### src/hdl/lbc_pkg.sv
package lbc_pkg;

  localparam int SLOTS          = 8;
  localparam int SLOT_BITS      = $clog2(SLOTS);
  localparam int STAMP_BITS_DEF = 32;
  localparam int COUNT_BITS     = 32;
  localparam int DIM_BITS       = 16;
  localparam int QUEUE_DEPTH    = 4;

  localparam logic [DIM_BITS-1:0] WIDTH_RESET  = 16'd640;
  localparam logic [DIM_BITS-1:0] HEIGHT_RESET = 16'd480;

  typedef enum logic {
    REG_WIDTH  = 1'b0,
    REG_HEIGHT = 1'b1
  } reg_index_t;

  // broadcast from the top level to every cell
  typedef struct packed {
    logic                 upd;
    logic                 clr;
    logic [SLOT_BITS-1:0] slot;
    logic [7:0]           px;
  } cell_ctl_t;

  typedef struct packed {
    logic first;
    logic victim;
  } cell_stat_t;

  typedef struct packed {
    logic [7:0] data;
    logic       last;
    logic       done;
  } out_entry_t;

endpackage

### src/hdl/lbc_cell.sv
module lbc_cell #(
  parameter int IDX        = 0,
  parameter int STAMP_BITS = lbc_pkg::STAMP_BITS_DEF
) (
  input  logic                      clk,
  input  logic                      rst,
  input  lbc_pkg::cell_ctl_t        ctl,
  input  logic [STAMP_BITS-1:0]     new_stamp,
  input  logic [lbc_pkg::SLOTS-1:0] col_in,
  input  logic                      found_in,
  output logic                      found_out,
  output logic                      col_out,
  output lbc_pkg::cell_stat_t       stat
);

  localparam logic [lbc_pkg::SLOT_BITS-1:0] MY_IDX = lbc_pkg::SLOT_BITS'(IDX);

  logic [7:0]                value;
  logic [STAMP_BITS-1:0]     stamp;
  // before_row[j]: this slot is chosen ahead of slot j for replacement
  logic [lbc_pkg::SLOTS-1:0] before_row;
  logic [lbc_pkg::SLOTS-1:0] row_reset;
  logic [lbc_pkg::SLOTS-1:0] self_bit;
  logic                      match;

  always_comb begin
    row_reset = '0;
    self_bit  = '0;
    for (int j = 0; j < lbc_pkg::SLOTS; j++) begin
      row_reset[j] = (j > IDX);
    end
    self_bit[IDX] = 1'b1;
  end

  assign match          = (value == ctl.px);
  assign found_out      = found_in | match;
  assign stat.first     = match & ~found_in;
  assign stat.victim    = &(before_row | self_bit);
  assign col_out        = (stamp < new_stamp) || ((stamp == new_stamp) && (MY_IDX < ctl.slot));

  always_ff @(posedge clk) begin
    if (rst || (ctl.upd && ctl.clr)) begin
      value      <= '0;
      stamp      <= '0;
      before_row <= row_reset;
    end else if (ctl.upd) begin
      if (ctl.slot == MY_IDX) begin
        value      <= ctl.px;
        stamp      <= new_stamp;
        before_row <= ~col_in & ~self_bit;
      end else begin
        before_row[ctl.slot] <= col_out;
      end
    end
  end

endmodule

### src/hdl/lbc_out_queue.sv
module lbc_out_queue (
  input  logic                clk,
  input  logic                rst,
  input  logic [1:0]          push_n,
  input  lbc_pkg::out_entry_t e0,
  input  lbc_pkg::out_entry_t e1,
  input  logic                pop,
  output logic                space,
  output logic                head_valid,
  output lbc_pkg::out_entry_t head
);

  localparam int DEPTH = lbc_pkg::QUEUE_DEPTH;
  localparam int AW    = $clog2(DEPTH);

  lbc_pkg::out_entry_t mem [DEPTH];
  logic [AW-1:0] wp;
  logic [AW-1:0] rp;
  logic [AW:0]   cnt;

  assign head_valid = (cnt != '0);
  assign head       = mem[rp];
  assign space      = (cnt <= (AW+1)'(DEPTH - 2));

  always_ff @(posedge clk) begin
    if (push_n != 2'd0) begin
      mem[wp] <= e0;
    end
    if (push_n == 2'd2) begin
      mem[wp + AW'(1)] <= e1;
    end
  end

  always_ff @(posedge clk) begin
    if (rst) begin
      wp  <= '0;
      rp  <= '0;
      cnt <= '0;
    end else begin
      wp  <= wp + AW'(push_n);
      rp  <= rp + AW'(pop);
      cnt <= cnt + (AW+1)'(push_n) - (AW+1)'(pop);
    end
  end

endmodule

### src/hdl/lru_byte_cache_nibble_coder_core.sv
// Recent-value cache coder: each 8-bit pixel is looked up in an 8-slot cache
// held in a row of cells; a hit emits the slot as one nibble, a miss replaces
// the least recently stamped slot (lowest index on ties) and emits slot+8 and
// the pixel's low and high nibbles. Nibbles are packed two per byte, earlier
// nibble in bits 3..0. A pixel is looked up and cached as it is accepted,
// so pixels may enter back to back while the queue has space; output bytes
// leave through a 4-entry queue at one byte per cycle while out_ready is
// high, so hits go at one pixel per cycle and two-byte misses hold input
// back. After image_width*image_height pixels (zero counts as one) a pending
// half byte is flushed with a zero high nibble, marked image_done, and the
// cache returns to its reset state. Write the size registers only while idle.
module lru_byte_cache_nibble_coder_core #(
  parameter int STAMP_BITS = lbc_pkg::STAMP_BITS_DEF
) (
  input  logic                          clk,
  input  logic                          rst,
  input  logic                          cfg_write,
  input  logic                          cfg_index,
  input  logic [lbc_pkg::DIM_BITS-1:0]  cfg_data,
  input  logic                          in_valid,
  output logic                          in_ready,
  input  logic [7:0]                    pixel,
  output logic                          out_valid,
  input  logic                          out_ready,
  output logic [7:0]                    packed_byte,
  output logic                          last_of_run,
  output logic                          image_done
);

  localparam int SLOTS = lbc_pkg::SLOTS;
  localparam int SB    = lbc_pkg::SLOT_BITS;
  localparam int CB    = lbc_pkg::COUNT_BITS;
  localparam int DB    = lbc_pkg::DIM_BITS;

  logic [DB-1:0] width;
  logic [DB-1:0] height;
  logic [CB-1:0] total;
  logic [DB-1:0] width_next;
  logic [DB-1:0] height_next;
  logic [DB-1:0] w_eff;
  logic [DB-1:0] h_eff;

  logic [CB-1:0] count_inc;
  logic [3:0]    pend_nib;
  logic          pend_v;

  logic                accept;
  logic                done;
  logic                hit;
  logic [SB-1:0]       hit_slot;
  logic [SB-1:0]       vic_slot;
  logic [SB-1:0]       slot;
  logic [3:0]          code;
  lbc_pkg::cell_ctl_t  ctl;
  lbc_pkg::cell_stat_t stat [SLOTS];
  logic [SLOTS:0]      found;
  logic [SLOTS-1:0]    col;

  logic [1:0]          push_n;
  lbc_pkg::out_entry_t e0;
  lbc_pkg::out_entry_t e1;
  lbc_pkg::out_entry_t head;
  logic                space;

  always_comb begin
    width_next  = width;
    height_next = height;
    if (cfg_write) begin
      case (cfg_index)
        lbc_pkg::REG_WIDTH:  width_next  = cfg_data;
        lbc_pkg::REG_HEIGHT: height_next = cfg_data;
        default:             width_next  = width;
      endcase
    end
    w_eff = (width_next == '0) ? DB'(1) : width_next;
    h_eff = (height_next == '0) ? DB'(1) : height_next;
  end

  always_ff @(posedge clk) begin
    if (rst) begin
      width  <= lbc_pkg::WIDTH_RESET;
      height <= lbc_pkg::HEIGHT_RESET;
      total  <= CB'(lbc_pkg::WIDTH_RESET) * CB'(lbc_pkg::HEIGHT_RESET);
    end else begin
      width  <= width_next;
      height <= height_next;
      total  <= CB'(w_eff) * CB'(h_eff);
    end
  end

  assign in_ready = space;
  assign accept   = in_valid & space;
  assign done     = (count_inc >= total);

  assign found[0] = 1'b0;

  genvar gi;
  generate
    for (gi = 0; gi < SLOTS; gi++) begin : g_cell
      lbc_cell #(
        .IDX        (gi),
        .STAMP_BITS (STAMP_BITS)
      ) u_cell (
        .clk       (clk),
        .rst       (rst),
        .ctl       (ctl),
        .new_stamp (count_inc[STAMP_BITS-1:0]),
        .col_in    (col),
        .found_in  (found[gi]),
        .found_out (found[gi+1]),
        .col_out   (col[gi]),
        .stat      (stat[gi])
      );
    end
  endgenerate

  always_comb begin
    hit_slot = '0;
    vic_slot = '0;
    for (int i = 0; i < SLOTS; i++) begin
      if (stat[i].first) begin
        hit_slot = hit_slot | SB'(i);
      end
      if (stat[i].victim) begin
        vic_slot = vic_slot | SB'(i);
      end
    end
    hit  = found[SLOTS];
    slot = hit ? hit_slot : vic_slot;
    code = {~hit, slot};
    ctl.upd  = accept;
    ctl.clr  = done;
    ctl.slot = slot;
    ctl.px   = pixel;
  end

  always_comb begin
    push_n = 2'd0;
    e0     = '{data: 8'h00, last: 1'b1, done: done};
    e1     = '{data: 8'h00, last: 1'b1, done: done};
    if (hit) begin
      if (pend_v) begin
        push_n  = 2'd1;
        e0.data = {code, pend_nib};
      end else if (done) begin
        push_n  = 2'd1;
        e0.data = {4'h0, code};
      end
    end else begin
      if (pend_v) begin
        push_n  = 2'd2;
        e0.data = {code, pend_nib};
        e0.last = 1'b0;
        e0.done = 1'b0;
        e1.data = pixel;
      end else if (done) begin
        push_n  = 2'd2;
        e0.data = {pixel[3:0], code};
        e0.last = 1'b0;
        e0.done = 1'b0;
        e1.data = {4'h0, pixel[7:4]};
      end else begin
        push_n  = 2'd1;
        e0.data = {pixel[3:0], code};
      end
    end
    if (!accept) begin
      push_n = 2'd0;
    end
  end

  always_ff @(posedge clk) begin
    if (rst) begin
      count_inc <= CB'(1);
      pend_nib  <= '0;
      pend_v    <= 1'b0;
    end else if (accept) begin
      if (done) begin
        count_inc <= CB'(1);
        pend_nib  <= '0;
        pend_v    <= 1'b0;
      end else begin
        count_inc <= count_inc + CB'(1);
        if (pend_v) begin
          pend_nib <= '0;
          pend_v   <= 1'b0;
        end else begin
          pend_nib <= hit ? code : pixel[7:4];
          pend_v   <= 1'b1;
        end
      end
    end
  end

  lbc_out_queue u_queue (
    .clk        (clk),
    .rst        (rst),
    .push_n     (push_n),
    .e0         (e0),
    .e1         (e1),
    .pop        (out_valid & out_ready),
    .space      (space),
    .head_valid (out_valid),
    .head       (head)
  );

  assign packed_byte = head.data;
  assign last_of_run = head.last;
  assign image_done  = head.done;

endmodule

### config.mk
export PLATFORM = sky130hd
export DESIGN_NAME = lru_byte_cache_nibble_coder_core
export DESIGN_NICKNAME = d
export VERILOG_FILES = /design/src/hdl/lbc_pkg.sv /design/src/hdl/lbc_cell.sv /design/src/hdl/lbc_out_queue.sv /design/src/hdl/lru_byte_cache_nibble_coder_core.sv
export SDC_FILE = /design/constraint.sdc
export NUM_CORES = 2
export LEC_CHECK = 0
export BUFFER_PORTS_ARGS = -buffer_cell sky130_fd_sc_hd__clkbuf_2
export CORE_AREA = 8 8 306 308
export DETAILED_ROUTE_END_ITERATION = 16
export DIE_AREA = 0 0 314 316
export PLACE_DENSITY_LB_ADDON = 0.15
export SYNTH_ARGS = -nofsm -noshare
export SYNTH_HDL_FRONTEND = slang
export SYNTH_SLANG_ARGS = --single-unit
export TNS_END_PERCENT = 1
### constraint.sdc
create_clock -name clk -period 8.5 [get_ports clk]
set_input_delay 0 -clock clk [delete_from_list [all_inputs] [get_ports clk]]
set_output_delay 0 -clock clk [all_outputs]
set_load 0.02 [all_outputs]
Word level (Yosys, flattened, before mapping)
Memories as Yosys holds them, arrays and structs flattened. A register that Yosys moved wholly into a read port is not among the register bits. Index checks and enable logic that the tools add are counted.

Add/subtract/negate cells: 6. Multipliers: 1. Div/mod/pow operators: 0. Magnitude comparators: 20. Equal/unequal tests: 24. Shift operators: 0. Muxes and demuxes: 63. Bitwise logic cells: 25. Reduce and logical (&&, ||, !) cells: 39.

Operators by type and width (number): 32-bit == test (8); 32-bit < comparator (8); 16-bit 2-to-1 mux (6); 8-bit 2-to-1 mux (11); 8-bit == test (8); 8-bit bitwise mux (7); 7-bit AND reduction (7); 32-bit by 1-bit adder with 32-bit output (second input constant) (1); 32-bit greater-or-equal comparator (1); 16-bit logical NOT (2); 16-bit by 16-bit multiplier with 32-bit output (1); 32-bit 2-to-1 mux (1); 3-bit 2-to-1 mux (9); 2-bit 2-to-1 mux (11); 4-bit 2-to-1 mux (5); 2-bit AND reduction (8); 3-bit == test (second input constant) (4); 3-bit < comparator (first input constant) (4); 1-bit 2-to-1 mux (11); 1-bit logical AND (10); 10-bit 2-to-1 mux (1); 1-bit bitwise AND (9); 1-bit logical OR (9); 1-bit inverter (8); 19 further kinds (28).

Register bits after elaboration: 484. Bits in latches: 0. RAM bits: 40. Bits in read-only memories: 0. Logic and storage cells: 211. Memories kept: 1.

Memories: u_queue.mem (depth 4, bits a word 10, read ports 1, clocked after memory_dff 1, write ports 2, line lbc_out_queue.sv:16) `lbc_pkg::out_entry_t mem [DEPTH];`.

Logic depth before layout (Yosys ltp)
Depth in word-level cells: 17. Gate-level depth with buffers: 30. Mapped depth without buffers: 28.

Hierarchy
From an unflattened synthesis, not the netlist that was laid out.

Cell total of the unflattened synthesis: 4609. Area total of the unflattened synthesis: 38015.2 um^2.

By module, submodules not included: lru_byte_cache_nibble_coder_core (instances 1, cells an instance 1516, area each 13285.2 um^2); lbc_cell (g_cell[4].u_cell) (instances 1, cells an instance 367, area each 2826.5 um^2); lbc_cell (g_cell[0].u_cell) (instances 1, cells an instance 373, area each 2805.2 um^2); lbc_cell (g_cell[6].u_cell) (instances 1, cells an instance 366, area each 2793.9 um^2); lbc_cell (g_cell[2].u_cell) (instances 1, cells an instance 378, area each 2780.2 um^2); lbc_cell (g_cell[1].u_cell) (instances 1, cells an instance 373, area each 2778.9 um^2); lbc_cell (g_cell[7].u_cell) (instances 1, cells an instance 368, area each 2777.7 um^2); lbc_cell (g_cell[5].u_cell) (instances 1, cells an instance 367, area each 2751.4 um^2); lbc_cell (g_cell[3].u_cell) (instances 1, cells an instance 362, area each 2746.4 um^2); lbc_out_queue (instances 1, cells an instance 139, area each 2469.9 um^2).

Worst setup path after synthesis
Ideal clock, no wire load.

Path kind: input to register. Start: input cfg_index. End: register total[29]. Arrival time: 7.191 ns. Slack: 1.181 ns. Stages on the path: 26. Buffers on the path: 2. Cells stage by stage: nand2b_1 buf_1 clkbuf_1 mux2i_1 nand4_1 o31a_1 or2_2 fa_1 fa_1 inv_1 fa_1 fa_1 fa_1 inv_1 fa_1 inv_1 ha_1 a21oi_1 nand2_1 a211oi_1 o22ai_1 a41oi_1 a21oi_1 o31ai_1 xor2_1 nor2_1.

Longest elaborated chain between the ends: 5.

Ends and longest elaborated chain: from (decl) (line lru_byte_cache_nibble_coder_core.sv:18) `input logic cfg_index,`; 16-bit 2-to-1 mux (line lru_byte_cache_nibble_coder_core.sv:69) `case (cfg_index)`; 16-bit 2-to-1 mux (line lru_byte_cache_nibble_coder_core.sv:68) `if (cfg_write) begin`; 16-bit logical NOT, on equally long branches (line lru_byte_cache_nibble_coder_core.sv:75, lru_byte_cache_nibble_coder_core.sv:76); 16-bit 2-to-1 mux, on equally long branches (line lru_byte_cache_nibble_coder_core.sv:75, lru_byte_cache_nibble_coder_core.sv:76); 16-bit by 16-bit multiplier with 32-bit output * (line lru_byte_cache_nibble_coder_core.sv:87) `total <= CB'(w_eff) * CB'(h_eff);`; to (signal assigned) (line lru_byte_cache_nibble_coder_core.sv:83) `total <= CB'(lbc_pkg::WIDTH_RESET) * CB'(lbc_pkg::HEIGHT_RESET);`; to (signal assigned) (line lru_byte_cache_nibble_coder_core.sv:87); to (decl) (line lru_byte_cache_nibble_coder_core.sv:37) `logic [CB-1:0] total;`.

Every way passes the cells marked *; elsewhere a longest branch is shown, timed or not. A chain may end at the register's enable or synchronous reset.

Worst setup path in the final report
Start: register width[6]. End: register total[29].

Longest elaborated chain between the ends: 5.

Ends and longest elaborated chain: from (decl) (line lru_byte_cache_nibble_coder_core.sv:35) `logic [DB-1:0] width;`; from (signal assigned) (line lru_byte_cache_nibble_coder_core.sv:81) `width <= lbc_pkg::WIDTH_RESET;`; from (signal assigned) (line lru_byte_cache_nibble_coder_core.sv:85) `width <= width_next;`; 16-bit 2-to-1 mux (line lru_byte_cache_nibble_coder_core.sv:69); 16-bit 2-to-1 mux * (line lru_byte_cache_nibble_coder_core.sv:68); 16-bit logical NOT (line lru_byte_cache_nibble_coder_core.sv:75) `w_eff = (width_next == '0) ? DB'(1) : width_next;`; 16-bit 2-to-1 mux * (line lru_byte_cache_nibble_coder_core.sv:75); 16-bit by 16-bit multiplier with 32-bit output * (line lru_byte_cache_nibble_coder_core.sv:87).

Marked as above.

==> results.toml <==
[run_status]
status = "complete, no violations"

[layout]
final_cells = 5307
nets = 4706
fin_util_pct = 43.5
area_growth_pct = 9.82
layout-drive-gt1-share_pct = 6.95

[yosys]
post-synth-top-count-cell = "nand2_1"
synth_warnings = 0
syn-num-nets = 4728
synthCells = 4105
yosysUniqueCellTypes = 85
yosysTopAreaCellShare_pct = 27.3
yosysTopAreaCell = "dfxtp_1"
async_flop_share_pct = 0
ys_top_cells_by_count = "nand2_1, dfxtp_1, nor2_1"
synth-edff-count = 36
synth_area_um2 = 35200
synth-seq-cells = 517
synth-main-ff-cell = "dfxtp_1"
syn_avg_cell_area_um2 = 8.58
yosysSeqAreaShare_pct = 30.4
yosys-top-cells-area = "dfxtp_1, ha_1, fa_1"

[floorplan]
dieArea_um2 = 99200
pin_count = 42
fp-row-count = 110
die_y_um = 316
die_x_um = 314
initial_utilization_pct = 39.6
coreArea_um2 = 89000

[critical_path]
crit_chain = "mux2_2, nor4_1, nand4_1, o31a_1, or2_2, fa_1, fa_1, inv_1, fa_1, fa_1, fa_1, inv_1, fa_1, inv_1, ha_1, a21oi_1, nand2_1, a211oi_1, o22ai_1, a41oi_1, a21oi_1, o31ai_1, xor2_1, nor2_1"
critPathBufInv = 3
setup.worst_path.class = "reg -> reg"
end_kind = "register"
crit_family = "adder cells"
cpMaxStageDelayCell = "fa_1"
reg2reg_depth = 24
arrival_ns = 8.04
critical_path.max_fanout = 11
timing.rr.start = "width[6]"
worst-r2r-setup-slack_ns = 0.96
max_stage_delay_ns = 0.55
start_kind = "register"
crit_top_cell = "fa_1"
crit_required_ns = 8.99
rr_endpoint = "total[29]"

[clocking]
cts_made_buffers = 58
clk_path_buf_depth = 3
cts_resized = 0
cts_tree = "yes"
cts_sinks = 517
path_clk_slew_ns = 0.06
cts_root_buf = "clkbuf_16"
clock_latency_ns = 0.64
htreeDepth = 2
postCtsSetupBuffers = 0

[detailed_routing]
drt_iter0_drc = 2153
via_per_inst = 5.36
drc = 0
dr_total_vias = 28400
antenna_left = 0
wire_per_inst_um = 20.0
routed_wl_um = 106000
dr.pass1.iters = 7

[placement]
dp.cells = 5172
dp_hpwl_um = 74900
io_buffers = 41
place_congestion = 0.860

[timing]
tns_ns = 0
tightest_slew_ns = 1.18
grt_setup_unrepaired = "no"
hold_violations = 0
max_freq_mhz = 133
finalCritPeriodShare_pct = 88.7
setup_viol = 0
timing.final.crit_period_ns = 7.54
finalClockSkew_ns = 0.0242
relSlewSlack_pct = 21.4
drv_slew = 0

[pwr]
report.power.total_mw = 8.32
p_per_area_nw_per_um2 = 215
vdd_drop_max_mv = 0.162
p_leak_nw = 16.4

[worst_hold_path]
min_from = "cfg_index"
min_to = "height[15]"
worstHoldPathCells = 5
hp-class = "in -> reg"

[global_routing]
grt_pass1_wl_um = 166000
grt_pass1_vias = 28100
grt_max_degree = 199
grt.total_usage_pct = 21.2
overflow = 0
antenna_found_initial = 1

[job]
cap_violations = 0
==> per-layer routing <==
| metal | share of wire [%] | GRT usage [%] | vias up |
|---|---|---|---|
| met5 | 0 | 0 | - |
| met3 | 5.5 | 3.08 | 159 |
| met1 | 47 | 29.2 | 13700 |
| met4 | 2.7 | 6.20 | 0 |
| li1 | - | - | 13800 |
| met2 | 45 | 34.4 | 704 |
==> worst max path at each step <==
| stage | startpoint | to | slack (ns) | cells past startpoint |
|---|---|---|---|---|
| after floorplan | cfg_index | total[29] | 1.18 | 26 |
| after global routing | width[6] | total[29] | 0.50 | 24 |
| after CTS | width[6] | total[29] | 0.97 | 24 |
| final | width[6] | total[29] | 0.96 | 24 |
| after detailed placement | cfg_index | total[29] | 0.60 | 26 |
| after global placement | cfg_index | total[29] | 0.73 | 26 |
==> worst min-delay path: stages <==
cell      delay, ns
clkbuf_2       0.08
nand2_1        0.24
mux2i_1        0.20
buf_4          0.18
nor2_1         0.08
==> sequential cells by signal, indices dropped and copies added, names as in the netlist <==
name and cells:
g_cell.u_cell.value 64, count_inc 32, pend_v 1, u_queue.rp 2, u_queue.mem 40, u_queue.wp 2
width 16, height 16, pend_nib 4, total 32, u_queue.cnt 3, g_cell.u_cell.stamp 256
g_cell.u_cell.before_row 49
==> area by class of cell <==
| cell class | count | area, µm² |
|---|---|---|
| Clock inverter | 25 | 258 |
| Sequential cell | 517 | 10700 |
| Clock buffer | 82 | 1650 |
| Inverter | 327 | 1230 |
| Tap cell | 1176 | 1470 |
| Antenna cell | 1 | 2.50 |
| Timing Repair Buffer | 136 | 998 |
| Multi-Input combinational cell | 3043 | 22400 |
| Fill cell | 8795 | 50300 |
==> placed cells by master (no fill, tap or decap), types with 57 or more instances in the layout <==
cell,n
a21o_1,57
a21oi_1,381
buf_4,67
clkbuf_16,58
dfxtp_1,481
fa_1,195
ha_1,398
inv_1,326
mux2i_1,120
nand2_1,639
nand3_1,70
nand4_1,78
nor2_1,454
o21ai_0,68
xnor2_1,83
==> per-stage QoR <==
stage / area (µm²) / worst slack, ns / hold WS, ns
after global routing: 38700 / 0.503 / 0.199
after floorplan: 35200 / 1.18 / 0.164
after detailed placement: 36500 / 0.604 / 0.311
final: 38700 / 0.956 / 0.173
after global placement: 36500 / 0.727 / 0.310
after CTS: 38700 / 0.967 / 0.125
==> report_power, final <==
part	switching (mW)	internal [mW]	leakage, nW
sequential	0.105	2.61	4.19
combinational	1.88	1.16	11.3
clock	1.10	1.47	0.931
==> kinds of logic after synthesis <==
family / count (synthesis) / share of synthesized area, %
multiplexers: 157 / 4.91
adder cells (fa/ha/maj): 593 / 25.2
AND/OR/NAND/NOR: 1457 / 18.0
AO/OA/AOI/OAI: 712 / 12.1
XOR/XNOR: 124 / 3.08
buffers and inverters: 545 / 6.26
flip-flops: 517 / 30.4
==> what timing repair did <==
action                                 CTS  global route
endpoints found under the hold margin   91             0
setup endpoints to repair                0             0
hold buffers                            27             0
No activity file was read; power rests on OpenSTA's default activity.
